===== src/mcfir_pkg.sv =====
// Package for the multichannel FIR filter: field widths, fixed-point constants,
// item codes and the command and status structs between controller and datapath.
// Depends on nothing; every other file of the block but mcfir_ram imports it.
package mcfir_pkg;

  // Field widths of the item and result channels.
  localparam int SAMPLE_W     = 24;
  localparam int COEF_W       = 18;
  localparam int CH_FIELD_W   = 3;
  localparam int CIDX_W       = 6;
  localparam int TAPS_FIELD_W = 7;

  // A Q1.23 sample times a Q2.16 coefficient.
  localparam int PROD_W    = SAMPLE_W + COEF_W;
  localparam int FRAC_BITS = 16;

  localparam int ROUND_HALF = 32768;
  localparam int SAT_MAX    = 8388607;
  localparam int SAT_MIN    = -8388608;

  // Unity gain in Q2.16, the reset value of coefficient zero.
  localparam logic signed [COEF_W-1:0] COEF_ONE = 18'sd65536;

  // Item codes carried in the cmd field.
  localparam logic CMD_FILTER = 1'b0;
  localparam logic CMD_LOAD   = 1'b1;

  typedef logic signed [SAMPLE_W-1:0] sample_t;
  typedef logic signed [COEF_W-1:0]   coef_t;

  // Controller to datapath.
  typedef struct packed {
    logic accept;    // input transfer this cycle
    logic clr_step;  // write one reset coefficient
    logic issue;     // issue the reads for one tap
    logic finish;    // round, saturate and load the output register
  } mcfir_cmd_t;

  // Datapath to controller.
  typedef struct packed {
    logic is_sample;   // offered item is a sample for an existing channel
    logic clr_last;    // clearing sweep is at its final entry
    logic issue_last;  // current tap is the final one
    logic pipe_empty;  // no product left in flight
    logic out_free;    // output register can take a result
  } mcfir_sts_t;

endpackage


===== src/mcfir_ctrl.sv =====
// Sequencing state machine of the multichannel FIR filter.
// Depends on mcfir_pkg; drives the datapath through mcfir_cmd_t.
module mcfir_ctrl (
  input  logic                  clk,
  input  logic                  rst_n,
  input  logic                  in_valid,
  output logic                  in_ready,
  input  mcfir_pkg::mcfir_sts_t sts,
  output mcfir_pkg::mcfir_cmd_t cmd
);
  import mcfir_pkg::*;

  typedef enum logic [2:0] {
    S_CLEAR,
    S_IDLE,
    S_RUN,
    S_DRAIN,
    S_FINISH
  } state_t;

  state_t state_r;
  state_t state_nxt;
  logic   in_ready_r;
  logic   in_ready_nxt;

  assign in_ready = in_ready_r;

  // The ready register is high only in the idle state.
  assign cmd.accept   = in_ready_r && in_valid;
  assign cmd.clr_step = (state_r == S_CLEAR);
  assign cmd.issue    = (state_r == S_RUN);
  assign cmd.finish   = (state_r == S_FINISH) && sts.out_free;

  always_comb begin
    state_nxt = state_r;
    unique case (state_r)
      S_CLEAR: begin
        if (sts.clr_last) begin
          state_nxt = S_IDLE;
        end
      end
      S_IDLE: begin
        if (in_valid && sts.is_sample) begin
          state_nxt = S_RUN;
        end
      end
      S_RUN: begin
        if (sts.issue_last) begin
          state_nxt = S_DRAIN;
        end
      end
      S_DRAIN: begin
        if (sts.pipe_empty) begin
          state_nxt = S_FINISH;
        end
      end
      S_FINISH: begin
        if (sts.out_free) begin
          state_nxt = S_IDLE;
        end
      end
      default: state_nxt = S_CLEAR;
    endcase
    in_ready_nxt = (state_nxt == S_IDLE);
  end

  always_ff @(posedge clk) begin
    if (!rst_n) begin
      state_r    <= S_CLEAR;
      in_ready_r <= 1'b0;
    end else begin
      state_r    <= state_nxt;
      in_ready_r <= in_ready_nxt;
    end
  end

endmodule


===== config.mk =====
export PLATFORM = sky130hd
export DESIGN_NAME = mcfir_ctrl
export DESIGN_NICKNAME = d
export VERILOG_FILES = /design/src/mcfir_pkg.sv /design/src/mcfir_ctrl.sv
export SDC_FILE = /design/constraint.sdc
export NUM_CORES = 1
export LEC_CHECK = 0
export BUFFER_PORTS_ARGS = -buffer_cell sky130_fd_sc_hd__buf_2
export CAP_MARGIN = 0
export CORE_AREA = 2 2 39 41
export DETAILED_ROUTE_END_ITERATION = 8
export DIE_AREA = 0 0 41 43
export GPL_ROUTABILITY_DRIVEN = 0
export PLACE_DENSITY_LB_ADDON = 0.05
export SETUP_SLACK_MARGIN = 0.15
export SYNTH_ARGS = -nofsm -noshare
export SYNTH_HDL_FRONTEND = slang
export SYNTH_SLANG_ARGS = --single-unit

===== constraint.sdc =====
create_clock -name clk -period 1.28 [get_ports clk]
set_input_delay 0.192 -clock clk [delete_from_list [all_inputs] [get_ports clk]]
set_output_delay 0.192 -clock clk [all_outputs]
set_load 0.02 [all_outputs]

# Word-level counts from Yosys, hierarchy flattened
# Index checks and enable logic that the tools add are counted.
# word_totals
reg_bits	4
latchBits	0
ram_bits	0
rom_bits	0
input_bits	8
output_inout_bits	5
wordCells	17
mem_count	0
# op_classes
add_sub_neg	0
mul	0
div_mod_pow	0
n_lt_le_gt_ge	0
n_eq_ne	5
shifts	0
n_mux	6
bitwise_logic	0
n_reduce_logical	4
# op_table
op	count
two-way mux 3 bit	5
one-hot mux 3 bit (5 select lines)	1
equality test 3 x 1 -> 1 bit, second input constant	2
equality test 3 x 2 -> 1 bit, second input constant	2
equality test 3 bit, second input constant	1
logical AND 1 bit	3
logical NOT 3 bit	1

# Longest topological paths before layout
# Gate-level depths: netlist of the first run.
# depth
word_depth	4
mapped_depth	4
mapped_depth_nobuf	3

# Least setup slack after synthesis of the first run
# No wires, ideal clock.
# synth_path
path_kind	reg2reg
from	register state_r[0]
to	register in_ready_r, in the netlist in_ready
setup_time_ns	0.088
t_arrival_ns	1.241
required_ns	1.192
path_slack_ns	-0.049
stages_incl_launch_ff	5
path_buffers	1
synth_period_minus_slack_ns	1.329
path_cell_list	dfxtp_1 buf_6 and3_4 or4_4 a311oi_2
# synth_via
elab_chain_len	3
word_cells_on_any_way	12
cone_classes	5 x eq/ne; 6 x mux; 1 x reduce/logical
# synth_lines
element	line_no	source
start: declaration	mcfir_ctrl.sv:21	state_t state_r;
start signal: assignment	mcfir_ctrl.sv:72	state_r <= state_nxt;
equality test 3 bit, or another cell as far along	mcfir_ctrl.sv:36	unique case (state_r)
one-hot mux 3 bit (5 select lines) *	mcfir_ctrl.sv:36	
equality test 3 x 1 -> 1 bit *	mcfir_ctrl.sv:64	in_ready_nxt = (state_nxt == S_IDLE);
end signal: assignment	mcfir_ctrl.sv:73	in_ready_r <= in_ready_nxt;
end: declaration	mcfir_ctrl.sv:23	logic in_ready_r;
# Every way passes the cells marked *; elsewhere a longest branch is shown, timed or not.
# A chain may end at the register's enable or synchronous reset.

==> insert_results.sql, run 1 <==
INSERT INTO impl_metrics (metric_group, metric, value, unit) VALUES
('finish', 'finish.instance_area', '452.9', 'sq um'),
('routing', 'drt-total-wl', '716', 'microns'),
('worst_setup_path', 'timing.critical_path.buf_inv', '2', ''),
('outcome', 'outcome', 'complete, no violations', ''),
('finish', 'n_antenna_cell', '0', ''),
('finish', 'layout_commonest_cell', 'sky130_fd_sc_hd__buf_2', ''),
('logic_synthesis', 'synthCells', '28', ''),
('cts', 'cts_buffers', '3', ''),
('pwr', 'ir_drop', '0.3677', 'mV'),
('global_route', 'global_route_wire_length_before_repair', '1.221', 'mm'),
('worst_setup_path', 'register_to_register_path_setup_slack', '0.03', 'ns'),
('worst_setup_path', 'regToRegEndpoint', 'in_ready', ''),
('timing', 'slew_violations', '0', ''),
('timing', 'rsz_0062_raised_after_global_routing', 'true', ''),
('placed_design', 'place_area', '360.3', 'sq um'),
('pwr', 'clock_power_share', '36.6', '%'),
('timing', 'post-route-period-util', '97.66', '%'),
('pwr', 'cellInternalPower', '309.6', 'uW'),
('worst_hold_path', 'endpoint_with_the_worst_hold_slack', 'state_r[1]', ''),
('worst_setup_path', 'worst-path-stages', '4', ''),
('routing', 'postRouteAntennaNets', '0', ''),
('routing', 'pre_repair_dr_iteration_count', '4', ''),
('floorplanning', 'floorplan.initialDensity', '18.26', '%'),
('finish', 'fraction_of_layout_instances_using_a_drive_strength_above_1', '70.83', '%'),
('logic_synthesis', 'yosysSeqAreaShare', '31.68', '%'),
('timing', 'fin_setup_tns', '0', 'ns'),
('worst_setup_path', 'worst_path_largest_cell_delay', '0.31', 'ns'),
('routing', 'count_of_vias_placed_by_the_detailed_router', '293', ''),
('finish', 'fin_nets', '58', ''),
('floorplanning', 'floorplan.die_area', '1763', 'sq um'),
('finish', 'syn2layout_area_growth', '79.21', '%'),
('routing', 'wl_per_cell', '11.19', 'microns'),
('cts', 'cts_root_buf', 'sky130_fd_sc_hd__clkbuf_4', ''),
('cts', 'holdBufCountCts', '0', ''),
('floorplanning', 'chipHeight', '43', 'microns'),
('worst_setup_path', 'required', '1.09', 'ns'),
('floorplanning', 'rows', '14', ''),
('worst_hold_path', 'min-delay-start', 'sts[1]', ''),
('worst_setup_path', 'worstSetupStartpointType', 'register', ''),
('cts', 'cts_tree', 'built', ''),
('worst_setup_path', 'worstSetupEndpointType', 'output port', ''),
('cts', 'clock_insertion_delay_worst_skew', '0.23', 'ns'),
('pwr', 'share_seq_of_total_power', '33.4', '%'),
('logic_synthesis', 'avgSynthCellArea', '9.027', 'sq um'),
('run', 'max_cap_viol_count', '0', ''),
('logic_synthesis', 'synthesis.yosys.warnings', '0', ''),
('timing', 'tightestPinTransition', '0.2758', 'ns'),
('global_route', 'globalRouteOverflowTotal', '0', ''),
('worst_setup_path', 'worstRegToRegCells', '3', ''),
('placed_design', 'numPortBuffers', '12', ''),
('worst_setup_path', 'r2r_start', 'state_r[2]', ''),
('floorplanning', 'placeableCoreArea', '1384', 'sq um'),
('routing', 'drc', '0', ''),
('worst_hold_path', 'holdCritPathClass', 'input pin to register', ''),
('pwr', 'power.combinational.fraction', '30.0', '%'),
('global_route', 'number_of_global_route_vias_before_repair', '284', ''),
('logic_synthesis', 'synth_nets', '36', ''),
('pwr', 'power_density', '941.4', 'nW/um^2'),
('cts', 'clkTransAtPathRegs', '0.04', 'ns'),
('placed_design', 'numPlacedInstances', '59', ''),
('finish', 'final-instance-count-excl-fill', '64', ''),
('logic_synthesis', 'synthesis.area', '252.7', 'sq um'),
('floorplanning', 'die_width', '41', 'microns'),
('timing', 'finalHoldViolCount', '0', ''),
('global_route', 'grt_use_total', '10.43', '%'),
('worst_setup_path', 'path_class', 'register to output port', ''),
('finish', 'mostFrequentLayoutCells', 'sky130_fd_sc_hd__buf_2 (9), sky130_fd_sc_hd__buf_4 (5), sky130_fd_sc_hd__buf_6 (4)', ''),
('worst_setup_path', 'critPathArrivalTime', '1.06', 'ns'),
('timing', 'worst_clock_skew_on_the_final_layout', '0.001815', 'ns'),
('pwr', 'p_leak', '0.1994', 'nW'),
('cts', 'cts-root-to-sink-buffers', '2', '');
worst reg2reg max path, stage by stage (launching register included):
cell                       delay (ns)
sky130_fd_sc_hd__dfxtp_2         0.31
sky130_fd_sc_hd__nand2b_4        0.13
sky130_fd_sc_hd__or4_4           0.52
sky130_fd_sc_hd__a311oi_2        0.20
Yosys cell counts, drive strengths merged:
| cell type | instances | share of area (%) |
|---|---|---|
| and2 | 2 | 4.9 |
| inv | 1 | 1.5 |
| nor3 | 1 | 2.0 |
| nor2b | 2 | 4.9 |
| buf | 1 | 4.5 |
| dfxtp | 4 | 32 |
| a2bb2oi | 1 | 3.5 |
| a21boi | 1 | 3.0 |
| and2b | 1 | 4.0 |
| and3 | 2 | 6.9 |
| a311oi | 2 | 9.4 |
| nand4 | 1 | 2.5 |
| o211ai | 1 | 3.0 |
| nand3b | 1 | 3.0 |
| or4 | 1 | 4.5 |
| nand3 | 2 | 4.0 |
| nor2 | 3 | 4.5 |
| nand2b | 1 | 2.5 |
kinds of logic after synthesis:
| kind of cell | after synthesis | share of synthesized area (%) |
|---|---|---|
| and+or+nand+nor | 17 | 43.57 |
| AOI/OAI and AO/OA | 5 | 18.81 |
| DFF | 4 | 31.68 |
| buffers and inverters | 2 | 5.939 |
power by group through the flow:
stage	clock (mW)	combinational, mW	sequential, mW
global route	0.170	0.140	0.144
floorplan	0	0.0628	0.147
finish	0.156	0.128	0.142
global placement	0	0.104	0.143
detailed placement	0	0.104	0.143
CTS	0.162	0.126	0.144
how the worst max path moves through the flow:
stage                     from  endpoint
floorplan           state_r[2]  in_ready
global placement    state_r[2]  in_ready
detailed placement  state_r[2]  in_ready
CTS                 state_r[2]    cmd[1]
global route        state_r[2]  in_ready
finish              state_r[2]    cmd[1]
metal layers:
layer,GRT usage [%],share of wire (%),vias to the layer above
met2,14.69,46,17
met3,3.141,12,2
met1,13.46,39,129
met5,0,0,-
li1,-,-,145
met4,6.000,2.4,0
metrics by stage:
stage | hold slack (ns) | util [%] | setup WS [ns]
global placement | 0.4539 | 26.04 | 0.001714
detailed placement | 0.4485 | 26.04 | -0.02683
floorplan | 0.3081 | - | -0.01895
CTS | 0.1925 | 32.28 | 0.02129
finish | 0.2049 | 32.73 | 0.02994
global route | 0.2185 | 32.73 | -0.03492
what timing repair did:
action / CTS / global route
pin swaps: 5 / 3
endpoints found under the setup margin: 5 / 5
setup buffers: 2 / 0
gates resized for setup: 15 / 2
cell type report:
type	count	area, sq um
fill	157	930.9
inverter	1	3.754
multi-input combinational	22	192.7
tap	16	20.02
timing repair buffer	18	127.6
sequential	4	86.33
clock buffer	3	22.52
flip-flops by register name, indices dropped and copies added, names as in the netlist:
name,cells
state_r,3
in_ready,1
Power figures use the tool's default switching activity.
==> run 2: changes to the inputs <==
--- a/config.mk
+++ b/config.mk
@@ -11,7 +11,7 @@
 export DETAILED_ROUTE_END_ITERATION = 8
 export DIE_AREA = 0 0 41 43
 export GPL_ROUTABILITY_DRIVEN = 0
-export PLACE_DENSITY_LB_ADDON = 0.05
+export PLACE_DENSITY = 0.43
 export SETUP_SLACK_MARGIN = 0.15
 export SYNTH_ARGS = -nofsm -noshare
 export SYNTH_HDL_FRONTEND = slang
==> insert_results.sql, run 2 (synthesized netlist as in run 1, its figures left out) <==
INSERT INTO impl_metrics (metric_group, metric, value, unit) VALUES
('outcome', 'outcome', 'complete, no violations', ''),
('floorplanning', 'chipHeight', '43', 'microns'),
('global_route', 'antenna_found_initial', '0', ''),
('worst_setup_path', 'critPathArrivalTime', '1.06', 'ns'),
('floorplanning', 'floorplan.die_area', '1763', 'sq um'),
('placed_design', 'detailed_place_hpwl', '475.5', 'microns'),
('global_route', 'maximum_number_of_pins_on_one_net_before_global_route_repair', '7', ''),
('timing', 'setup-violations-final', '0', ''),
('finish', 'syn2layout_area_growth', '85.15', '%'),
('pwr', 'p_leak', '0.2094', 'nW'),
('timing', 'slew_violations', '0', ''),
('worst_setup_path', 'worstSetupStartpointType', 'register', ''),
('timing', 'final.min_clock_period', '1.248', 'ns'),
('timing', 'rsz_0062_raised_after_global_routing', 'true', ''),
('floorplanning', 'ioPinCount', '13', ''),
('worst_setup_path', 'cpMostUsedCell', 'sky130_fd_sc_hd__buf_6', ''),
('cts', 'htree_num_levels', '1', ''),
('cts', 'cts_root_buf', 'sky130_fd_sc_hd__clkbuf_4', ''),
('timing', 'tightestPinTransition', '0.2440', 'ns'),
('timing', 'post-route-period-util', '97.50', '%'),
('worst_setup_path', 'required', '1.09', 'ns'),
('worst_setup_path', 'crit_path_top_delay_cell', 'sky130_fd_sc_hd__dfxtp_2', ''),
('worst_setup_path', 'worst-path-stages', '4', ''),
('routing', 'uppermost_metal_layer_occupied_by_signal_nets', 'met4', ''),
('worst_setup_path', 'worstSetupEndpointType', 'output port', ''),
('worst_setup_path', 'timing.critical_path.buf_inv', '2', ''),
('timing', 'timing.fmax', '0.8013', 'GHz'),
('worst_setup_path', 'cp_cell_sequence', 'buf_6 -> nor2_4 -> and3_4 -> buf_6', ''),
('worst_setup_path', 'path_class', 'register to output port', ''),
('global_route', 'grt_use_total', '9.930', '%'),
('timing', 'worst_clock_skew_on_the_final_layout', '0.002542', 'ns'),
('worst_setup_path', 'worst_path_dominant_cell_family', 'flip-flops', ''),
('routing', 'drt-total-wl', '645', 'microns'),
('finish', 'fraction_of_layout_instances_using_a_drive_strength_above_1', '72.00', '%'),
('run', 'max_cap_viol_count', '0', ''),
('routing', 'postRouteAntennaNets', '0', ''),
('finish', 'fin_nets', '60', ''),
('routing', 'pre_repair_dr_iteration_count', '4', ''),
('pwr', 'ir_drop', '0.3337', 'mV'),
('cts', 'cts_buffers', '3', ''),
('cts', 'cts-root-to-sink-buffers', '2', ''),
('finish', 'regMostFlops', 'state_r', ''),
('timing', 'timing.slew.headroom', '83.66', '%'),
('floorplanning', 'placeableCoreArea', '1384', 'sq um'),
('worst_setup_path', 'worstRegToRegCells', '3', ''),
('routing', 'count_of_vias_placed_by_the_detailed_router', '285', ''),
('finish', 'multiInputGateArea', '192.7', 'sq um'),
('finish', 'n_antenna_cell', '0', ''),
('routing', 'met2_wirelength', '273', 'microns'),
('cts', 'clock_insertion_delay_worst_skew', '0.24', 'ns'),
('global_route', 'global_route_wire_length_before_repair', '1.055', 'mm'),
('worst_setup_path', 'worst_path_largest_cell_delay', '0.32', 'ns'),
('routing', 'drc', '0', ''),
('worst_hold_path', 'timing.hold.worst_path_depth', '2', ''),
('timing', 'finalHoldViolCount', '0', ''),
('finish', 'fill_cells', '146', ''),
('routing', 'route.met3.wl', '54', 'microns'),
('routing', 'wl_per_cell', '9.773', 'microns'),
('placed_design', 'numPortBuffers', '12', ''),
('timing', 'worst_hold_slack', '0.1800', 'ns'),
('cts', 'clkTransAtPathRegs', '0.04', 'ns'),
('routing', 'met1_length', '291', 'microns'),
('finish', 'largest_register_ffs', '3', ''),
('routing', 'post_drt_via_cell_ratio', '4.318', ''),
('worst_setup_path', 'critical_path.max_fanout', '6', ''),
('floorplanning', 'floorplan.initialDensity', '18.26', '%'),
('pwr', 'power_density', '921.7', 'nW/um^2'),
('global_route', 'globalRouteOverflowTotal', '0', ''),
('floorplanning', 'rows', '14', ''),
('cts', 'holdBufCountCts', '0', ''),
('finish', 'sequential_cell_area', '86.33', 'sq um'),
('cts', 'cts_tree', 'built', ''),
('worst_hold_path', 'holdCritPathClass', 'input pin to register', ''),
('floorplanning', 'die_width', '41', 'microns'),
('global_route', 'number_of_global_route_vias_before_repair', '273', ''),
('cts', 'clock_sink_count', '4', ''),
('routing', 'first_iter_violations', '2', ''),
('finish', 'layout_commonest_cell', 'sky130_fd_sc_hd__buf_2', ''),
('finish', 'postLayoutCoreUtil', '33.82', '%'),
('finish', 'mostFrequentLayoutCells', 'sky130_fd_sc_hd__buf_2 (9), sky130_fd_sc_hd__buf_4 (7), sky130_fd_sc_hd__buf_6 (4)', '');
==> run 2: repair_timing <==
item,4_1_cts,5_1_grt
pin swaps,3,0
setup buffers,4,0
gates cloned,0,0
resized for setup,17,0
setup endpoints to repair,5,5
==> run 2: where the power goes <==
group | switching, mW | internal (mW)
Sequential | 0.00793 | 0.135
Clock | 0.0527 | 0.105
Combinational | 0.0580 | 0.0731
Total | 0.119 | 0.313
==> run 2: worst paths after layout <==
check        slack [ns]    endpoint       start
max                0.03      cmd[0]  state_r[0]
min                0.18  state_r[1]      sts[1]
max reg2reg        0.04    in_ready  state_r[2]
min reg2reg        0.51  state_r[1]  state_r[1]
==> run 2: worst register-to-register path: cells and delay by family, from the launching register on <==
family           cells  cell delay [ns]
AND/OR/NAND/NOR      2             0.65
flip-flops           1             0.31
AO/OA/AOI/OAI        1             0.19
==> run 2: metrics by stage <==
stage	TNS [ns]	power, mW	instances	area [sq um]	setup WS, ns
after global routing	-0.01730	0.4618	66	467.9	-0.01730
after CTS	0	0.4384	66	467.9	0.03051
after floorplan	-0.01895	0.2094	28	261.5	-0.01895
after global placement	0	0.2450	59	360.3	0.009191
final	0	0.4313	66	467.9	0.03197
after detailed placement	-0.01603	0.2451	59	360.3	-0.01603
==> run 2: area by class of cell <==
cell class              instances  share of cell area (%)
clock buffers                   3                   4.813
inverters                       1                  0.8021
multi-input cells              22                   41.18
flip-flops and latches          4                   18.45
well taps                      16                   4.278
repair buffers                 20                   30.48
==> run 2: per-layer routing <==
metal	global-route usage (%)	vias up
met5	0	-
met4	10.00	0
met3	6.283	2
met2	12.19	14
met1	10.58	122
li1	-	147
